[src/rtl/mot_pkg.sv]
// ----------------------------------------------------------------------------
// mot_pkg
// Shared types and constants for the multiplicative order of two unit:
// controller to datapath command and status words.
// ----------------------------------------------------------------------------
package mot_pkg;

	// width of the order field on the result port
	localparam int ORDER_W = 16;

	// width of the modulus field on the input port
	localparam int MODULUS_W = 16;

	// commands from the controller to the datapath
	typedef struct packed {
		logic start;     // capture modulus, set power to one, clear count
		logic step;      // double and reduce the power, bump the count
		logic load_out;  // move the answer into the output register
	} mot_cmd_t;

	// status from the datapath to the controller
	typedef struct packed {
		logic last;      // current step ends the search
	} mot_sts_t;

	// controller states, one-hot
	typedef enum logic [2:0] {
		ST_IDLE = 3'b001,
		ST_RUN  = 3'b010,
		ST_FIN  = 3'b100
	} mot_state_t;

endpackage

[src/rtl/multiplicative_order_of_two_unit.sv]
// out_valid rises once the search steps have ended and the answer is loaded
//   into the output register, also for n of zero, one or even n.
// A new word is taken only after the previous search has ended and its answer
//   is loaded; the search does a single doubling and reduce step per cycle.
// A finished word waits in the output register while the next is taken.
// Reset (arst_n low) clears the controller and the result valid flag.
// ----------------------------------------------------------------------------
// multiplicative_order_of_two_unit
// Finds the least x > 0 with 2^x mod n equal to one by stepping powers of
// two modulo n; reports found = 0 and order = 0 when no such x exists.
// ----------------------------------------------------------------------------
module multiplicative_order_of_two_unit #(
	parameter int MOD_WIDTH = 16
) (
	input  logic                          clk,
	input  logic                          arst_n,
	input  logic                          in_valid,
	output logic                          in_ready,
	input  logic [mot_pkg::MODULUS_W-1:0] modulus,
	output logic                          out_valid,
	input  logic                          out_ready,
	output logic                          found,
	output logic [mot_pkg::ORDER_W-1:0]   order
);

	mot_pkg::mot_cmd_t cmd;
	mot_pkg::mot_sts_t sts;

	// sequencer
	mot_ctrl u_ctrl (
		.clk       (clk),
		.arst_n    (arst_n),
		.in_valid  (in_valid),
		.in_ready  (in_ready),
		.out_valid (out_valid),
		.out_ready (out_ready),
		.cmd       (cmd),
		.sts       (sts)
	);

	// search datapath and output register
	mot_dpath #(
		.MOD_WIDTH (MOD_WIDTH)
	) u_dpath (
		.clk     (clk),
		.arst_n  (arst_n),
		.cmd     (cmd),
		.sts     (sts),
		.modulus (modulus),
		.found   (found),
		.order   (order)
	);

endmodule

[src/rtl/mot_dpath.sv]
// ----------------------------------------------------------------------------
// mot_dpath
// Datapath: holds the modulus, the running power of two modulo n and the
// exponent count; one doubling with a single conditional subtract per step.
// ----------------------------------------------------------------------------
module mot_dpath #(
	parameter int MOD_WIDTH = 16
) (
	input  logic                              clk,
	input  logic                              arst_n,
	input  mot_pkg::mot_cmd_t                 cmd,
	output mot_pkg::mot_sts_t                 sts,
	input  logic [mot_pkg::MODULUS_W-1:0]     modulus,
	output logic                              found,
	output logic [mot_pkg::ORDER_W-1:0]       order
);

	localparam int XW = (MOD_WIDTH > mot_pkg::ORDER_W) ? MOD_WIDTH : mot_pkg::ORDER_W;

	logic [MOD_WIDTH-1:0] n_q;
	logic [MOD_WIDTH-1:0] v_q;
	logic [MOD_WIDTH-1:0] x_q;
	logic                 nvalid_q;
	logic                 found_q;
	logic [mot_pkg::ORDER_W-1:0] order_q;

	logic [MOD_WIDTH-1:0] n_in;
	logic [MOD_WIDTH:0]   v_dbl;
	logic [MOD_WIDTH-1:0] v_nx;
	logic [MOD_WIDTH-1:0] x_nx;
	logic [XW-1:0]        x_ext;

	// low MOD_WIDTH bits of the incoming word
	assign n_in = MOD_WIDTH'(modulus);

	// doubling step, v < n so one subtract reduces it
	always_comb begin
		v_dbl = {v_q, 1'b0};
		if (v_dbl >= {1'b0, n_q}) begin
			v_nx = MOD_WIDTH'(v_dbl - {1'b0, n_q});
		end else begin
			v_nx = v_dbl[MOD_WIDTH-1:0];
		end
		x_nx = x_q + MOD_WIDTH'(1);
	end

	// search ends when n has no order, the power is back at one or the count reaches n
	assign sts.last = !nvalid_q || (v_nx == MOD_WIDTH'(1)) || (x_nx >= n_q);

	// working registers
	always_ff @(posedge clk) begin
		if (cmd.start) begin
			n_q      <= n_in;
			nvalid_q <= n_in[0] && (n_in != MOD_WIDTH'(1));
			v_q      <= MOD_WIDTH'(1);
			x_q      <= '0;
		end else if (cmd.step) begin
			v_q <= v_nx;
			x_q <= x_nx;
		end
	end

	// output register
	assign x_ext = XW'(x_q);

	always_ff @(posedge clk) begin
		if (cmd.load_out) begin
			found_q <= nvalid_q;
			order_q <= nvalid_q ? x_ext[mot_pkg::ORDER_W-1:0] : '0;
		end
	end

	assign found = found_q;
	assign order = order_q;

	// power stays nonzero and below n during a valid search
	a_pow_range: assert property (@(posedge clk) disable iff (!arst_n)
		(cmd.step && nvalid_q) |-> (v_q != '0) && (v_q < n_q))
		else $error("power out of range");

	// count never passes the modulus while stepping
	a_cnt_range: assert property (@(posedge clk) disable iff (!arst_n)
		(cmd.step && nvalid_q) |-> (x_q < n_q))
		else $error("exponent count beyond modulus");

endmodule

[src/rtl/mot_ctrl.sv]
// ----------------------------------------------------------------------------
// mot_ctrl
// Controller: accepts a word, sequences the search steps and hands the
// answer to the output register when the result slot is free.
// ----------------------------------------------------------------------------
module mot_ctrl (
	input  logic               clk,
	input  logic               arst_n,
	input  logic               in_valid,
	output logic               in_ready,
	output logic               out_valid,
	input  logic               out_ready,
	output mot_pkg::mot_cmd_t  cmd,
	input  mot_pkg::mot_sts_t  sts
);

	mot_pkg::mot_state_t state_q;
	mot_pkg::mot_state_t state_nx;
	logic                out_valid_q;
	logic                slot_free;

	// output slot can take a new word this cycle
	assign slot_free = !out_valid_q || out_ready;

	assign in_ready  = (state_q == mot_pkg::ST_IDLE);
	assign out_valid = out_valid_q;

	// next state and commands
	always_comb begin
		state_nx     = state_q;
		cmd.start    = 1'b0;
		cmd.step     = 1'b0;
		cmd.load_out = 1'b0;
		unique case (state_q)
			mot_pkg::ST_IDLE: begin
				if (in_valid) begin
					cmd.start = 1'b1;
					state_nx  = mot_pkg::ST_RUN;
				end
			end
			mot_pkg::ST_RUN: begin
				cmd.step = 1'b1;
				if (sts.last) begin
					state_nx = mot_pkg::ST_FIN;
				end
			end
			mot_pkg::ST_FIN: begin
				if (slot_free) begin
					cmd.load_out = 1'b1;
					state_nx     = mot_pkg::ST_IDLE;
				end
			end
			default: begin
				state_nx = mot_pkg::ST_IDLE;
			end
		endcase
	end

	// state and result valid flag
	always_ff @(posedge clk or negedge arst_n) begin
		if (!arst_n) begin
			state_q     <= mot_pkg::ST_IDLE;
			out_valid_q <= 1'b0;
		end else begin
			state_q <= state_nx;
			if (cmd.load_out) begin
				out_valid_q <= 1'b1;
			end else if (out_ready) begin
				out_valid_q <= 1'b0;
			end
		end
	end

	// a pending result is never overwritten before it is taken
	a_no_overwrite: assert property (@(posedge clk) disable iff (!arst_n)
		(out_valid_q && !out_ready) |-> !cmd.load_out)
		else $error("result overwritten while pending");

	// every accepted word leads to a search step next cycle
	a_start_step: assert property (@(posedge clk) disable iff (!arst_n)
		cmd.start |=> cmd.step)
		else $error("search did not start after accept");

	// a load always raises the result valid flag
	a_load_valid: assert property (@(posedge clk) disable iff (!arst_n)
		cmd.load_out |=> out_valid_q)
		else $error("result valid missing after load");

	// only one command at a time
	a_one_cmd: assert property (@(posedge clk) disable iff (!arst_n)
		$onehot0({cmd.start, cmd.step, cmd.load_out}))
		else $error("overlapping commands");

endmodule
[config.mk]
export PLATFORM = sky130hd
export DESIGN_NAME = multiplicative_order_of_two_unit
export DESIGN_NICKNAME = d
export VERILOG_FILES = /design/src/rtl/mot_pkg.sv /design/src/rtl/multiplicative_order_of_two_unit.sv /design/src/rtl/mot_dpath.sv /design/src/rtl/mot_ctrl.sv
export SDC_FILE = /design/constraint.sdc
export NUM_CORES = 1
export LEC_CHECK = 0
export BUFFER_PORTS_ARGS = -buffer_cell sky130_fd_sc_hd__buf_4
export CAP_MARGIN = 15
export CORE_MARGIN = 4
export CORE_UTILIZATION = 27
export CTS_CLUSTER_DIAMETER = 60
export CTS_CLUSTER_SIZE = 14
export DETAILED_ROUTE_END_ITERATION = 8
export PLACE_DENSITY = 0.52
export SETUP_SLACK_MARGIN = 0.15
export SLEW_MARGIN = 20
export SYNTH_ARGS = -nofsm -noshare
export SYNTH_HDL_FRONTEND = slang
export SYNTH_SLANG_ARGS = --single-unit
[constraint.sdc]
create_clock -name clk -period 3.3 [get_ports clk]
set_input_delay 0.165 -clock clk [delete_from_list [all_inputs] [get_ports clk]]
set_output_delay 0.165 -clock clk [all_outputs]
set_load 0.005 [all_outputs]
Yosys cells after proc, flatten, opt, wreduce, memory -nomap -nowiden
Cells that the tools add are included.
{"block": "op_classes", "n_lt_le_gt_ge": 2, "n_mux": 12, "eq_ne": 8, "reduce_logical": 8, "add_sub_neg": 2}
{"op": "17-bit by 16-bit >= comparator with 1-bit output", "n": 1}
{"op": "16-bit by 1-bit adder with 16-bit output (second input constant)", "n": 1}
{"op": "16-bit by 1-bit equality test with 1-bit output (second input constant)", "n": 1}
{"op": "16-bit >= comparator", "n": 1}
{"op": "16-bit two-way mux", "n": 1}
{"op": "16-bit by 1-bit inequality test with 1-bit output (second input constant)", "n": 1}
{"op": "16-bit subtractor", "n": 1}
{"op": "3-bit two-way mux", "n": 3}
{"op": "3-bit case mux with 3 select lines", "n": 1}
{"op": "1-bit two-way mux", "n": 7}
{"op": "2-bit inequality test (second input constant)", "n": 2}
{"op": "3-bit by 1-bit equality test with 1-bit output (second input constant)", "n": 1}
{"op": "3-bit by 2-bit equality test with 1-bit output (second input constant)", "n": 1}
{"op": "3-bit equality test (second input constant)", "n": 1}
{"op": "1-bit logical OR", "n": 3}
{"op": "3-bit AND reduction", "n": 1}
{"op": "1-bit zero test", "n": 2}
{"op": "2-bit by 1-bit inequality test with 1-bit output (second input constant)", "n": 1}
{"op": "2-bit nonzero test", "n": 1}
{"op": "1-bit logical AND", "n": 1}
{"block": "word_totals", "elab_cells": 40, "out_inout_bits": 19, "in_bits": 20, "reg_bits": 70}

Depth between registers and ports, before layout
Gate-level depths: netlist of run 1.
{"block": "depth", "ltp_word": 7, "mapped_depth": 14, "ltp_nobuf": 14}

Modules after synthesis
From an unflattened synthesis of run 1, not the netlist that was laid out.
{"block": "hier_totals", "hier_cells": 425, "hier_area_um2": 4177.8}
{"mod": "mot_dpath", "area_per_inst_um2": 3946.3, "cells_each": 404, "n_inst": 1, "seq_area_each_um2": 1661.6}
{"mod": "mot_ctrl", "area_per_inst_um2": 231.5, "cells_each": 21, "n_inst": 1, "seq_area_each_um2": 101.3}

Least setup slack after synthesis of run 1
No wires, ideal clock.
{"block": "synth_path", "kind": "register to register", "from": "register u_dpath.x_q[2] (netlist: u_dpath.x_ext[2])", "to": "register u_ctrl.state_q[2]", "path_slack_ns": 0.078, "required_time_ns": 3.182, "stages_incl_launch_ff": 13, "arrival_time_ns": 3.104, "path_cell_list": "dfxtp_1 nand3_1 nor4_1 and3_1 and3_1 xor2_1 ha_1 a21o_1 a21o_1 a2111o_1 a311oi_2 o22ai_1 a21o_1"}
{"block": "synth_between", "elab_chain_len": 5}
{"item": "from (decl)", "line_no": "mot_dpath.sv:22", "source": "logic [MOD_WIDTH-1:0] x_q;"}
{"item": "from (signal assigned)", "line_no": "mot_dpath.sv:59", "source": "x_q <= x_nx;"}
{"item": "16-bit by 1-bit adder with 16-bit output", "line_no": "mot_dpath.sv:44", "source": "x_nx = x_q + MOD_WIDTH'(1);"}
{"item": "via u_dpath.x_nx[13]", "line_no": "mot_dpath.sv:30", "source": "logic [MOD_WIDTH-1:0] x_nx;"}
{"item": "16-bit >= comparator", "line_no": "mot_dpath.sv:48", "source": "assign sts.last = !nvalid_q || (v_nx == MOD_WIDTH'(1)) || (x_nx >= n_q);"}
{"item": "1-bit logical OR", "line_no": "mot_dpath.sv:48"}
{"item": "2-bit inequality test (no source line)"}
{"item": "3-bit AND reduction (no source line)"}
{"item": "to (signal assigned)", "line_no": "mot_ctrl.sv:62", "source": "state_q <= mot_pkg::ST_IDLE;"}
{"item": "to (signal assigned)", "line_no": "mot_ctrl.sv:65", "source": "state_q <= state_nx;"}
{"item": "to (decl)", "line_no": "mot_ctrl.sv:17", "source": "mot_pkg::mot_state_t state_q;"}
The timed path passes the listed nets, and every way through them passes these cells.
A chain may end at the register's enable or synchronous reset.

Final worst setup path of run 1
{"block": "layout_path", "from": "register u_dpath.x_q[4] (netlist: u_dpath.x_ext[4])", "to": "register u_ctrl.state_q[2]"}
Same word-level chain as after synthesis.

==> results of run 1 <==
## synth_stat cells, types with 2 or more instances
cell,number,area share
nor2_1,37,0.033
edfxtp_1,34,0.25
ha_1,33,0.099
dfxtp_1,32,0.15
nand2_1,30,0.027
inv_1,23,0.021
xor2_1,23,0.048
a21oi_1,22,0.026
and2_1,20,0.030
a211oi_1,13,0.023
o21ai_0,13,0.016
xnor2_1,12,0.025
a21o_1,11,0.020
clkbuf_1,11,0.0099
mux2i_1,11,0.026
nor3_1,9,0.011
nand3_1,8,0.0096
nand4_1,7,0.011
and3_1,6,0.0090
nor4_1,6,0.0090
or3_1,6,0.0090
o21ai_1,4,0.0048
dfrtp_1,3,0.018
nand2b_1,3,0.0045
nor2b_1,3,0.0045
a2111oi_0,2,0.0042
a21oi_2,2,0.0042
a41oi_1,2,0.0042
buf_2,2,0.0024
o21a_1,2,0.0036
o21bai_1,2,0.0036
o22ai_1,2,0.0030
or2_2,2,0.0030
## sequential cells by signal, summed over array words and instances, names as in the netlist
name	count
u_dpath.nvalid_q	1
u_ctrl.out_valid	1
u_dpath.found	1
u_dpath.order	16
u_dpath.v_q	16
u_dpath.x_ext	16
u_dpath.n_q	16
u_ctrl.state_q	3
## where the power goes
| group | switching, mW | leakage (nW) | internal (mW) |
|---|---|---|---|
| logic | 1.08 | 1.46 | 0.757 |
| registers | 0.130 | 0.634 | 1.10 |
| clock network | 0.353 | 0.177 | 0.814 |
## layout make-up
class | instances | share of cell area
Tap cell | 188 | 0.0442
Timing Repair Buffer | 65 | 0.0945
Clock buffer | 10 | 0.0430
Inverter | 23 | 0.0162
Clock inverter | 6 | 0.0251
Multi-Input combinational cell | 316 | 0.441
Sequential cell | 70 | 0.336
## metrics by stage
step,hold slack (ns),area (um^2),std cells
6_report,0.0233,5320,678
5_1_grt,0.00954,5320,678
4_1_cts,0.0111,5210,671
3_5_place_dp,-0.0305,4780,653
3_3_place_gp,-0.0298,4780,653
2_1_floorplan,-0.131,4170,424
## worst reg2reg max path: stages, from the launching register on
cell and delay [ns]:
dfxtp_4 0.38, nand2_4 0.07, nor4_4 0.33, and3_4 0.24, and3_4 0.20, xor2_2 0.16
ha_1 0.27, a21o_1 0.19, a21o_1 0.19, a2111o_1 0.29, a311oi_2 0.28, o22ai_1 0.14
a21o_1 0.16
## final timing paths
kind | start | end | slack [ns] | cells after the start
worst max-delay path | u_dpath.x_ext[4] | u_ctrl.state_q[2] | 0.30 | 12
worst min-delay path | modulus[12] | u_dpath.n_q[12] | 0.02 | 1
worst max register to register | u_dpath.x_ext[4] | u_ctrl.state_q[2] | 0.30 | 12
worst min register to register | u_dpath.v_q[2] | u_dpath.v_q[2] | 0.48 | 2
max in group asynchronous | arst_n | u_ctrl.state_q[0] | 2.93 | 2
min in group asynchronous | arst_n | u_ctrl.state_q[1] | 0.18 | 2
## what timing repair did
action / in CTS / in global routing
setup buffers: 1 / 7
hold buffers: 1 / 0
setup endpoints to repair: 2 / 2
cloned: 0 / 0
pin swaps: 6 / 6
endpoints found under the hold margin: 4 / 0
resized for setup: 15 / 19
## logic make-up after synthesis
kind of cell,Yosys count
and+or+nand+nor,146
adders and majority gates,34
muxes,12
xor gates and xnor gates,35
DFF,70
buffers and inverters,38
AOI/OAI and AO/OA,89
## routing by layer
| layer | up-vias | wire, um | part of all wire | GRT usage |
|---|---|---|---|---|
| met3 | 4 | 339 | 0.034 | 0.0298 |
| met4 | 0 | 44 | 0.0044 | 0.0228 |
| met1 | 1523 | 4830 | 0.49 | 0.152 |
| li1 | 1646 | - | - | - |
| met5 | - | 0 | 0 | 0 |
| met2 | 53 | 4720 | 0.48 | 0.184 |
==> flow_metrics.py, run 1 <==
metrics = {
    "synthesis": {
        "synth_edf_count": 34,
        "synth_top_family_by_area": "simple AND/OR/NAND/NOR gates",
        "synthArstFlopShare": 0.0571,
        "postSynthNetCount": 478,
        "netlist-cell-type-count": 61,
        "post_synth_fa_ha_maj_area_fraction": 0.104,
        "synth_xor_area_frac": 0.0737,
        "yosys_register_bits": 70,
        "syn_area_per_cell_um2": 9.81,
        "ys.flop_type": "edfxtp_1",
        "yosys-mux-area-fraction": 0.0292,
        "synth_simple_gate_area_share": 0.182,
        "number_of_standard_cells_after_synthesis": 424,
        "proportion_of_synthesized_chip_area_in_sequential_cells": 0.424,
        "synth.yosys.warnings": 0,
        "synth.cell_area_um2": 4160,
        "synth-compound-area-share": 0.149,
    },
    "finish": {
        "drive_above_1_share": 0.249,
        "multiInputGateArea_um2": 2350,
        "fill_cells": 1504,
        "final_cell_mix": "63 x buf_4, 34 x edfxtp_1, 33 x nor2_1",
        "area_delta_synth_final_pct": 28.0,
        "final_core_utilization": 0.352,
        "most_common_cell_after_layout_fill_and_taps_aside": "buf_4",
        "num-nets-final": 539,
        "area.sequential_um2": 1790,
        "antenna_cells_inserted": 0,
    },
    "clock_network": {
        "cts_htree_levels": 3,
        "insertion_delay_ns": 0.33,
        "cts.root.buffer_cell": "clkbuf_16",
        "clock_sinks": 70,
        "numCtsBuffers": 9,
        "tritoncts": "yes",
        "clock_input_transition_at_the_sequential_cells_of_the_worst_setup_and_hold_paths_ns": 0.06,
        "cts_buffer_depth": 2,
    },
    "place": {
        "place.gp.congestion": 0.843,
        "io_buffer_count": 38,
        "detailed_place_hpwl_mm": 7.52,
        "preCtsSetupSlack_ns": 0.0847,
    },
    "sta": {
        "slew_viols_final": 0,
        "final_worst_clock_skew_ns": 0.00477,
        "max_slew_margin": 0.548,
        "rsz_0062_raised_after_global_routing": "false",
        "worst_pin_slew_ns": 0.676,
        "achievable-frequency_mhz": 333,
        "setup_total_negative_slack_ns": 0,
        "fin_ws_ns": 0.297,
        "finalHoldViolations": 0,
        "finalCritPeriodShare": 0.910,
        "setup-violations-final": 0,
        "period_minus_slack_ns": 3.00,
    },
    "outcome": {
        "outcome": "finished clean",
    },
    "global_routing": {
        "globalRouteOverflowTotal": 0,
        "number_of_global_route_vias_before_repair": 3261,
        "grt_max_degree": 28,
        "globalRouteTotalUtil": 0.113,
        "grt_pass1_wl_mm": 16.2,
        "grt_antenna_before_repair": 0,
    },
    "routing": {
        "detailedRoute.firstPassIterationCount": 4,
        "vias": 3226,
        "drt_first_iter_violations": 188,
        "post-route-drc-count": 0,
        "via_per_inst": 4.76,
        "route.final.wire_length_mm": 9.94,
        "antenna_violating_nets_post_route": 0,
        "post_drt_wl_per_cell_um": 14.7,
    },
    "worst_setup_path": {
        "cp-end-kind": "flip-flop",
        "cp.required_ns": 3.52,
        "cp_max_fo": 6,
        "timing.critical_path.slowest_cell_delay_ns": 0.38,
        "timing.critical_path.max_delay_family": "compound AO/OA/AOI/OAI gates",
        "cp_common_cell": "a21o_1",
        "setup.worst_path.start_class": "flip-flop",
        "path_cells": "nand2_4 > nor4_4 > and3_4 > and3_4 > xor2_2 > ha_1 > a21o_1 > a21o_1 > a2111o_1 > a311oi_2 > o22ai_1 > a21o_1",
        "arrival_ns": 3.22,
        "path_class": "reg2reg",
        "timing.critical_path.buf_inv": 0,
        "critPathSlowestCell": "dfxtp_4",
    },
    "power_and_ir_drop": {
        "powerDensity_nw_per_um2": 794,
        "cellLeakagePower_nw": 2.27,
        "power_total_mw": 4.23,
        "vdd_ir_drop_max_mv": 0.314,
    },
    "die": {
        "floorplan.die_area_um2": 17400,
        "core.rowCount": 45,
        "ioPinCount": 39,
        "floorplan.die.width_um": 132,
        "die_height_um": 132,
        "floorplan.core_area_um2": 15100,
        "effective_utilization_at_floorplan": 0.275,
    },
    "worst_hold_path": {
        "hp-class": "in2reg",
    },
    "flow_run": {
        "cap_viol_max_count": 0,
    },
}
(Power assumes the default switching activity.)
==> run 2, diff against run 1 <==
--- a/config.mk
+++ b/config.mk
@@ -12,7 +12,7 @@
 export CTS_CLUSTER_DIAMETER = 60
 export CTS_CLUSTER_SIZE = 14
 export DETAILED_ROUTE_END_ITERATION = 8
-export PLACE_DENSITY = 0.52
+export PLACE_DENSITY = 0.51
 export SETUP_SLACK_MARGIN = 0.15
 export SLEW_MARGIN = 20
 export SYNTH_ARGS = -nofsm -noshare
==> constraint.sdc (replaced) <==
create_clock -name clk -period 3.4 [get_ports clk]
set_input_delay 0.17 -clock clk [delete_from_list [all_inputs] [get_ports clk]]
set_output_delay 0.17 -clock clk [all_outputs]
set_load 0.005 [all_outputs]
==> flow_metrics.py, run 2 (synthesized netlist as in run 1, its figures left out) <==
metrics = {
    "sta": {
        "period_minus_slack_ns": 3.12,
        "setup-violations-final": 0,
        "max_slew_margin": 0.569,
        "finalHoldViolations": 0,
        "rsz_0062_raised_after_global_routing": "false",
        "achievable-frequency_mhz": 320,
        "whs_ns": 0.0217,
        "fin_ws_ns": 0.275,
        "slew_viols_final": 0,
        "setup_total_negative_slack_ns": 0,
        "worst_pin_slew_ns": 0.647,
        "finalCritPeriodShare": 0.919,
        "final_worst_clock_skew_ns": 0.00896,
    },
    "worst_setup_path": {
        "cp-end-kind": "flip-flop",
        "arrival_ns": 3.35,
        "cp_max_fo": 3,
        "cp.required_ns": 3.62,
        "path_class": "reg2reg",
        "setup.worst_path.start_class": "flip-flop",
    },
    "routing": {
        "via_per_inst": 4.78,
        "drt_first_iter_violations": 229,
        "detailedRoute.firstPassIterationCount": 4,
        "vias": 3212,
        "route.final.wire_length_mm": 9.83,
        "post-route-drc-count": 0,
        "detail_route.wirelength.met1_mm": 4.71,
        "detailroute.wirelength.met3_um": 364,
        "post_drt_wl_per_cell_um": 14.6,
        "dr_wl_met2_mm": 4.62,
        "antenna_violating_nets_post_route": 0,
        "highest-signal-layer": "met4",
    },
    "global_routing": {
        "grt_antenna_before_repair": 0,
        "grt_pass1_wl_mm": 16.1,
        "globalRouteTotalUtil": 0.115,
        "grt_max_degree": 30,
        "globalRouteOverflowTotal": 0,
        "number_of_global_route_vias_before_repair": 3214,
    },
    "die": {
        "floorplan.core_area_um2": 15100,
        "effective_utilization_at_floorplan": 0.275,
        "core.rowCount": 45,
        "floorplan.die_area_um2": 17400,
        "floorplan.die.width_um": 132,
        "ioPinCount": 39,
        "die_height_um": 132,
    },
    "place": {
        "place.gp.congestion": 0.826,
        "io_buffer_count": 38,
        "detailed_place_hpwl_mm": 7.36,
        "preCtsSetupSlack_ns": -0.0549,
    },
    "finish": {
        "multiInputGateArea_um2": 2360,
        "num-nets-final": 533,
        "area.sequential_um2": 1790,
        "drive_above_1_share": 0.229,
        "area_delta_synth_final_pct": 25.7,
        "most_common_cell_after_layout_fill_and_taps_aside": "buf_4",
        "final_core_utilization": 0.345,
        "fill_cells": 1535,
        "final_cell_mix": "58 x buf_4, 34 x nor2_1, 34 x edfxtp_1",
        "antenna_cells_inserted": 0,
    },
    "clock_network": {
        "cts.root.buffer_cell": "clkbuf_16",
        "insertion_delay_ns": 0.34,
        "tritoncts": "yes",
        "cts_buffer_depth": 2,
        "cts_htree_levels": 3,
        "numCtsBuffers": 9,
        "clock_input_transition_at_the_sequential_cells_of_the_worst_setup_and_hold_paths_ns": 0.05,
        "clock_sinks": 70,
    },
    "power_and_ir_drop": {
        "cellLeakagePower_nw": 2.19,
        "powerDensity_nw_per_um2": 754,
        "vdd_ir_drop_max_mv": 0.252,
        "power_total_mw": 3.94,
    },
    "outcome": {
        "outcome": "finished clean",
    },
    "flow_run": {
        "cap_viol_max_count": 0,
    },
    "worst_hold_path": {
        "hp-class": "in2reg",
    },
}
==> run 2: path summary, 6_finish.rpt <==
kind	from	endpoint	slack, ns	cells after the start
setup / recovery	u_dpath.x_ext[0]	u_ctrl.state_q[2]	0.28	13
hold / removal	modulus[15]	u_dpath.n_q[15]	0.02	1
setup reg to reg	u_dpath.x_ext[0]	u_ctrl.state_q[2]	0.28	13
hold reg to reg	u_dpath.v_q[2]	u_dpath.v_q[2]	0.50	2
max in group asynchronous	arst_n	u_ctrl.state_q[0]	3.02	2
min in group asynchronous	arst_n	u_ctrl.out_valid	0.18	2
==> run 2: final cells by class <==
| cell class | instances | area share |
|---|---|---|
| inverters | 23 | 0.0165 |
| clock buffers | 12 | 0.0452 |
| multi-input cells | 316 | 0.452 |
| repair buffers | 59 | 0.0852 |
| flip-flops and latches | 70 | 0.342 |
| well taps | 188 | 0.0450 |
| clock inverters | 4 | 0.0139 |
==> run 2: timing repair <==
action	4_1_cts	5_1_grt
pin swaps	3	11
setup endpoints to repair	2	2
endpoints found under the hold margin	4	0
cloned	0	0
gates resized for setup	12	22
buffers inserted	0	3
hold buffers	1	0
==> run 2: where the power goes <==
| part | leakage [nW] | total [mW] | internal, mW | switching [mW] |
|---|---|---|---|---|
| combinational | 1.41 | 1.76 | 0.725 | 1.03 |
| sequential | 0.634 | 1.19 | 1.06 | 0.126 |
| clock | 0.147 | 0.990 | 0.641 | 0.348 |
| total | 2.19 | 3.94 | 2.43 | 1.51 |
==> run 2: worst max-delay path: stages, from the launching register on <==
cell,delay (ns)
dfxtp_4,0.38
nand3_4,0.09
nor4_4,0.30
buf_4,0.17
and3_4,0.19
and3_4,0.20
xor2_2,0.15
ha_1,0.27
a21o_1,0.17
a21o_1,0.16
a2111o_1,0.29
a311oi_2,0.34
o22ai_1,0.15
a21o_1,0.16
==> run 2: metrics by stage <==
step           cell area (um^2)  std cells
2_1_floorplan              4160        424
3_3_place_gp               4750        652
3_5_place_dp               4750        652
4_1_cts                    5100        669
5_1_grt                    5230        672
6_report                   5230        672
==> run 2: layer usage <==
| layer | GRT usage | vias to the layer above |
|---|---|---|
| li1 | - | 1639 |
| met1 | 0.153 | 1512 |
| met2 | 0.183 | 49 |
| met3 | 0.0290 | 12 |
| met4 | 0.0373 | 0 |
| met5 | 0 | - |
